--- config.mk ---
export PLATFORM = sky130hd
export DESIGN_NAME = ptapw_pulse_scale
export DESIGN_NICKNAME = d
export VERILOG_FILES = /design/src/rtl/core/pan_tilt_aim_pulse_width_defines.svh /design/src/rtl/core/ptapw_pkg.sv /design/src/rtl/core/ptapw_pulse_scale.sv
export SDC_FILE = /design/constraint.sdc
export NUM_CORES = 2
export LEC_CHECK = 0
export ABC_AREA = 1
export BUFFER_PORTS_ARGS = -buffer_cell sky130_fd_sc_hd__clkbuf_2
export CORE_MARGIN = 2
export CORE_UTILIZATION = 31
export DETAILED_ROUTE_END_ITERATION = 10
export GPL_ROUTABILITY_DRIVEN = 0
export SETUP_SLACK_MARGIN = 0.3
export SYNTH_ARGS = -nofsm -noshare
export SYNTH_HDL_FRONTEND = slang
export SYNTH_SLANG_ARGS = --single-unit
--- constraint.sdc ---
create_clock -name clk -period 21 [get_ports clk]
set_input_delay 6.3 -clock clk [delete_from_list [all_inputs] [get_ports clk]]
set_output_delay 6.3 -clock clk [all_outputs]
set_load 0.02 [all_outputs]
--- src/rtl/core/pan_tilt_aim_pulse_width_defines.svh ---
// Assertion macros for the pan/tilt aiming block.
// Used by the top level; expects clk and rst in scope.
`ifndef PAN_TILT_AIM_PULSE_WIDTH_DEFINES_SVH
`define PAN_TILT_AIM_PULSE_WIDTH_DEFINES_SVH

// checked outside reset
`define PTAPW_ASSERT(label, prop, msg) \
  label: assert property (@(posedge clk) disable iff (rst) prop) else $error(msg);

// checked at every edge, reset included
`define PTAPW_ASSERT_ALWAYS(label, prop, msg) \
  label: assert property (@(posedge clk) prop) else $error(msg);

`endif

--- src/rtl/core/ptapw_pkg.sv ---
// Shared types, widths and constants for the pan/tilt aiming block.
// No dependencies.
package ptapw_pkg;

  localparam int CORDIC_STAGES  = 16;
  localparam int ATAN_TABLE_LEN = 24;
  localparam int NUM_CELLS      = (CORDIC_STAGES < ATAN_TABLE_LEN) ? CORDIC_STAGES
                                                                   : ATAN_TABLE_LEN;

  localparam int COORD_W      = 16;
  localparam int GAIN_W       = 16;
  localparam int PULSE_W      = 12;
  localparam int PRE_SCALE    = 16;
  localparam int XY_W         = 36;
  localparam int Z_W          = 25;
  localparam int ATAN_W       = 23;
  localparam int ANG_W        = 23;
  localparam int SHIFT_W      = 5;
  localparam int PROD_W       = ANG_W + GAIN_W;
  localparam int PRODUCT_FRAC = 28;
  localparam int CFG_IDX_W    = 2;

  localparam logic [ANG_W-1:0]   ANGLE_90     = ANG_W'(5898240);
  localparam logic [PULSE_W-1:0] PULSE_CENTER = PULSE_W'(1200);
  localparam logic [PULSE_W-1:0] PULSE_MAX    = PULSE_W'(2639);

  localparam logic [COORD_W-1:0] DIST_RESET = COORD_W'(100);
  localparam logic [GAIN_W-1:0]  GAIN_RESET = GAIN_W'(36181);

  typedef enum logic [CFG_IDX_W-1:0] {
    REG_SCREEN_DISTANCE  = 2'd0,
    REG_PULSE_PER_DEGREE = 2'd1
  } cfg_reg_t;

  typedef enum logic [1:0] {
    ANG_CORDIC,
    ANG_ZERO,
    ANG_RIGHT
  } ang_kind_t;

  typedef struct packed {
    ang_kind_t               kind;
    logic signed [XY_W-1:0]  x;
    logic signed [XY_W-1:0]  y;
    logic signed [Z_W-1:0]   z;
  } axis_t;

  typedef struct packed {
    axis_t [1:0] axis;
  } cell_word_t;

  // arctangent of 2^-i in degrees, Q7.16, rounded
  function automatic logic [ATAN_W-1:0] atan_deg_q16(input logic [SHIFT_W-1:0] i);
    logic [ATAN_W-1:0] v;
    case (i)
      5'd0:    v = ATAN_W'(2949120);
      5'd1:    v = ATAN_W'(1740967);
      5'd2:    v = ATAN_W'(919879);
      5'd3:    v = ATAN_W'(466945);
      5'd4:    v = ATAN_W'(234379);
      5'd5:    v = ATAN_W'(117304);
      5'd6:    v = ATAN_W'(58666);
      5'd7:    v = ATAN_W'(29335);
      5'd8:    v = ATAN_W'(14668);
      5'd9:    v = ATAN_W'(7334);
      5'd10:   v = ATAN_W'(3667);
      5'd11:   v = ATAN_W'(1833);
      5'd12:   v = ATAN_W'(917);
      5'd13:   v = ATAN_W'(458);
      5'd14:   v = ATAN_W'(229);
      5'd15:   v = ATAN_W'(115);
      5'd16:   v = ATAN_W'(57);
      5'd17:   v = ATAN_W'(29);
      5'd18:   v = ATAN_W'(14);
      5'd19:   v = ATAN_W'(7);
      5'd20:   v = ATAN_W'(4);
      5'd21:   v = ATAN_W'(2);
      5'd22:   v = ATAN_W'(1);
      default: v = '0;
    endcase
    return v;
  endfunction

endpackage

--- src/rtl/core/ptapw_pulse_scale.sv ---
// Angle clamp, gain multiply and center offset: two registered stages.
// Depends on ptapw_pkg.
module ptapw_pulse_scale (
  input  logic                          clk,
  input  logic                          rst,
  input  logic [ptapw_pkg::GAIN_W-1:0]  gain,
  input  logic                          up_valid,
  output logic                          up_ready,
  input  ptapw_pkg::cell_word_t         up_word,
  output logic                          dn_valid,
  input  logic                          dn_ready,
  output logic [ptapw_pkg::PULSE_W-1:0] dn_pulse_x,
  output logic [ptapw_pkg::PULSE_W-1:0] dn_pulse_y
);
  import ptapw_pkg::*;

  logic [ANG_W-1:0]   angle [2];
  logic [PROD_W-1:0]  prod_next [2];
  logic [PROD_W-1:0]  prod [2];
  logic               prod_valid;
  logic               prod_ready;

  always_comb begin
    for (int a = 0; a < 2; a++) begin
      case (up_word.axis[a].kind)
        ANG_ZERO:  angle[a] = '0;
        ANG_RIGHT: angle[a] = ANGLE_90;
        default: begin
          if (up_word.axis[a].z[Z_W-1]) begin
            angle[a] = '0;
          end else if (up_word.axis[a].z > $signed({{(Z_W-ANG_W){1'b0}}, ANGLE_90})) begin
            angle[a] = ANGLE_90;
          end else begin
            angle[a] = up_word.axis[a].z[ANG_W-1:0];
          end
        end
      endcase
      prod_next[a] = PROD_W'(angle[a]) * PROD_W'(gain);
    end
  end

  assign up_ready   = !prod_valid || prod_ready;
  assign prod_ready = !dn_valid || dn_ready;

  always_ff @(posedge clk) begin
    if (rst) begin
      prod_valid <= 1'b0;
      dn_valid   <= 1'b0;
    end else begin
      if (up_ready) begin
        prod_valid <= up_valid;
      end
      if (prod_ready) begin
        dn_valid <= prod_valid;
      end
    end
  end

  always_ff @(posedge clk) begin
    if (up_ready && up_valid) begin
      prod[0] <= prod_next[0];
      prod[1] <= prod_next[1];
    end
    if (prod_ready && prod_valid) begin
      dn_pulse_x <= PULSE_CENTER + PULSE_W'(prod[0][PROD_W-1:PRODUCT_FRAC]);
      dn_pulse_y <= PULSE_CENTER + PULSE_W'(prod[1][PROD_W-1:PRODUCT_FRAC]);
    end
  end

endmodule

Word-level counts from Yosys, hierarchy flattened. Memories as Yosys holds them, arrays and structs flattened. Index checks and enable logic that the tools add are counted.

Register bits: 26. Memory bits (writable): 78. Input port bits: 218. Output and inout bits: 26. Logic and storage cells: 29. Memories kept: 1.

$add $sub $neg: 2. $mul: 2. $lt $le $gt $ge: 2. Equal/unequal tests: 4. Multiplexer cells: 8. Reductions and logical operators: 6.

Memories: prod (words 2, width 39, rd ports 2, clocked after Yosys merged registers in 0, write ports 2, line ptapw_pulse_scale.sv:19) `logic [PROD_W-1:0] prod [2];`.

Operators with widths (number): 2-to-1 mux 23 bit (4); one-hot mux 23 bit (2 select lines) (2); multiplier 23 x 16 -> 39 bit (2); > comparator 25 x 24 -> 1 bit, second input constant (2); adder 11 x 11 -> 12 bit, first input constant (2); equality test 2 x 1 -> 1 bit, second input constant (2); equality test 2 bit, second input constant (2); logical AND 1 bit (2); logical NOT 1 bit (2); logical OR 1 bit (2); 2-to-1 mux 1 bit (2).

Logic depth before layout (Yosys ltp).
Depth after elaboration: 6. Mapped depth: 37. Depth with buffers taken out: 35.

Worst setup path before layout. OpenSTA, ideal clock, no wires.

Path type: in2out. Start point: input dn_ready. End point: output up_ready. Arrival time: 6573 ps. Required time: 14700 ps. Path slack: 8127 ps. Cell stages on the path: 2. Path buffers: 0. Cells stage by stage: inv_1 -> nand3_1.

Longest elaborated chain between the ends: 2.

RTL lines: start, declared (line ptapw_pulse_scale.sv:11) `input logic dn_ready,`; logical OR 1 bit (line ptapw_pulse_scale.sv:43) `assign prod_ready = !dn_valid || dn_ready;`; logical OR 1 bit (line ptapw_pulse_scale.sv:42) `assign up_ready = !prod_valid || prod_ready;`; end, declared (line ptapw_pulse_scale.sv:8) `output logic up_ready,`.

Every way passes these cells.

==> results.md <==
* Fin util at 33.35%
* Final nets at 4,160
* Critical path required time at 21,070 ps
* Worst slew margin relative to its limit at 20.66%
* Clock-pin slew on the worst setup and hold paths at 70 ps
* Data arrival time of the critical path at 14,720 ps
* Clk sinks at 48
* Uppermost signal routing layer after detailed routing: met5
* Max Clock Skew at 7.717 ps
* Final Non-Filler Cells at 4,202
* First-pass GRT wire length at 120.9 mm
* Antenna violations before repair at 4
* Clock tree from TritonCTS: done
* Flop and latch count out of synthesis at 48
* Library cell appearing most often on the critical path: fa_1
* Cell types occupying the most area after synthesis: fa_1 47%, inv_1 12%, ha_1 11%
* Total congestion overflow at 0
* Top-level port count at 244
* Worst Setup SP: up_word[1]
* Total negative slack for setup checks at 0 ps
* ANT nets after route at 0
* Number of buffers added to fix hold violations after cts at 0
* Pre-antenna DRT Iters at 5
* Final std cell area, no fill at 0.02677 sq mm
* Reported net switching power at 1.021 mW
* Worst flop-to-flop path startpoint: prod_valid$_SDFFE_PP0N_
* Fraction of post-synthesis cell area in the top cell type by area at 46.54%
* Switching share of power at 58.15%
* Number of max-capacitance violations reported at 0
* Post-placement cell area at 0.02663 sq mm
* Area grow syn2layout at 6.942%
* Setup Buffers After CTS at 0
* Share of layout cells above drive strength 1 at 5.221%
* Classification of the worst setup path: input pin to flop
* Final Hold Fails at 0
* Initial Util at 31.18%
* Row count at 104
* Largest fanout on the critical path at 17
* Post-CTS sizing at 0
* Max Buffers Root-to-Sink at 2
* Maximum vdd ir drop at 69.59 uV
* Commonest non-fill, non-tap cell in the layout: inv_1
* Number of placed instances with taps included at 4,193
* Length of routed met3 wiring at 6.497 mm
* Die height at 288.2 microns
* Met1 routed wirelength after detailed routing at 33.23 mm
* Synthesized area per cell at 8.037 sq um
* Total die area at 0.08304 sq mm
* Internal power at 0.7344 mW
* Origin of the worst min-delay path: prod[0][28]$_DFFE_PP_
* Final setup violation count at 0
* Library cells used by synthesis at 49
* Die W at 288.2 microns
* CTS H-Tree Depth at 2
* # DRC at 0
* Share of synthesized area occupied by flip-flops and latches at 5.678%
* Detail-routed net length per standard cell at 18.13 microns
* Pwr Total at 1.755 mW
* Sort of element at the end of the critical path: flop
* Peak per-stage delay on the critical path at 800 ps
* Core region area at 0.08029 sq mm
* Shortest period the worst path allows at 14,660 ps
* Via-per-instance ratio at 4.803
* Worst-skew pair later-pin latency at 320 ps
* Commonest non-fill, non-tap cells in the layout: 798 x inv_1, 641 x nand2_1, 582 x fa_1, 397 x nor2_1, 220 x ha_1
* Gate count after technology mapping at 3,115
* Met2 routed wirelength at 34.41 mm
* Area of the mapped netlist at 0.02503 sq mm
* Placed wire-length estimate at 61.10 mm
* Vias at 20,180
* Yosys top cell by area: fa_1
* Pin count of the biggest net entering global routing at 46
* Worst-case setup margin in the final layout at 6344 ps
* Worst-path cell with the longest stage delay: nor2_2
* Post-place setup slack at 6170 ps
* Clock network power share at 4.9%
* All-layer global routing usage at 19.10%
* Worst Tran Pin Value at 1190 ps
* Setup repair after global routing missed its margin: no
* Final slew viol count at 0
* Synthesis Warnings at 0
* CTS buffer count at 5
* Share of the clock period used by the worst path after layout at 69.79%
* Hold Worst Slack at 423.9 ps
* Net count after synthesis at 4,135
* Fraction of power consumed by combinational cells at 84.7%
* Clock root cell: clkbuf_16
* Category of the worst setup path launch point: input pin
* Max Clock Freq at 68.23 MHz
* Routed wire length at 76.20 mm
* Number of DRC violations after detailed-routing iteration 0 at 1,441
* Vias in the first global route at 21,220
* Power Density at 65.56 mW/mm^2
* Buffers added on ports at 99
* Sequential power share at 10.4%
* LEAKAGE at 13.85 nW
* Worst min path class: flop to flop
* Result of the run: finished, final reports clean
state kept, by name (all words and copies together), names as in the netlist:
| register | cells |
|---|---|
| dn_pulse_x | 12 |
| dn_pulse_y | 12 |
| prod_valid | 1 |
| dn_valid | 1 |
| prod | 22 |
layer usage:
layer  GRT usage [%]  up-vias
li1                -     9067
met1           26.72    10180
met2           30.52      801
met3           3.515      124
met4           4.819        6
met5               0        -
logic make-up after synthesis:
| logic type | after synthesis | synth area share [%] |
|---|---|---|
| AOI/OAI and AO/OA | 167 | 3.764 |
| xor gates and xnor gates | 27 | 0.9446 |
| adders and majority gates | 802 | 57.54 |
| buffers and inverters | 922 | 13.96 |
| DFF | 48 | 5.678 |
| and+or+nand+nor | 1149 | 18.11 |
synth_stat cells (all sizes together):
master     n
inv      801
nand2    652
fa       582
nor2     403
ha       220
a21oi     86
clkbuf    85
nand3     58
o21ai     48
edfxtp    46
buf       22
xor2      21
nor3      19
clkinv    14
nand4      7
o21a       6
xnor2      6
o21bai     5
a31oi      4
nor4       3
a211oi     2
a221oi     2
dfxtp      2
nand3b     2
o211ai     2
o221ai     2
o31ai      2
or2        2
a21boi     1
a21o       1
a32o       1
a41oi      1
and2       1
and3       1
nor4b      1
o2111ai    1
o211a      1
o221a      1
o41ai      1
critical path: cells and delay by family:
family | cells | cell delay [ps]
AO/OA/AOI/OAI | 6 | 1200
XOR/XNOR | 1 | 160
adder cells (fa/ha/maj) | 7 | 3370
buffers and inverters | 5 | 840
AND/OR/NAND/NOR | 10 | 2790
power groups by stage:
stage	clock, mW	sequential, mW	combinational (mW)
CTS	0.0890	0.184	1.50
finish	0.0852	0.183	1.49
detailed placement	0	0.186	1.48
global placement	0	0.186	1.47
floorplan	0	0.189	1.04
global route	0.0914	0.186	1.71
worst paths after layout:
kind	to	slack, ps	cells after the start
hold reg to reg	dn_pulse_x[0]$_DFFE_PP_	420	0
setup reg to reg	dn_pulse_y[4]$_DFFE_PP_	19480	2
hold / removal	dn_pulse_x[0]$_DFFE_PP_	420	0
setup / recovery	prod[0][36]$_DFFE_PP_	6340	29
layout make-up:
class / instances / area [sq um]
Multi-Input combinational cell: 2145 / 20130
Inverter: 815 / 3059
Sequential cell: 48 / 1421
Fill cell: 8506 / 53520
Tap cell: 1060 / 1326
Clock buffer: 5 / 125.1
Antenna cell: 1 / 2.502
Timing Repair Buffer: 125 / 690.7
Clock inverter: 3 / 18.77
(Power assumes the default switching activity.)
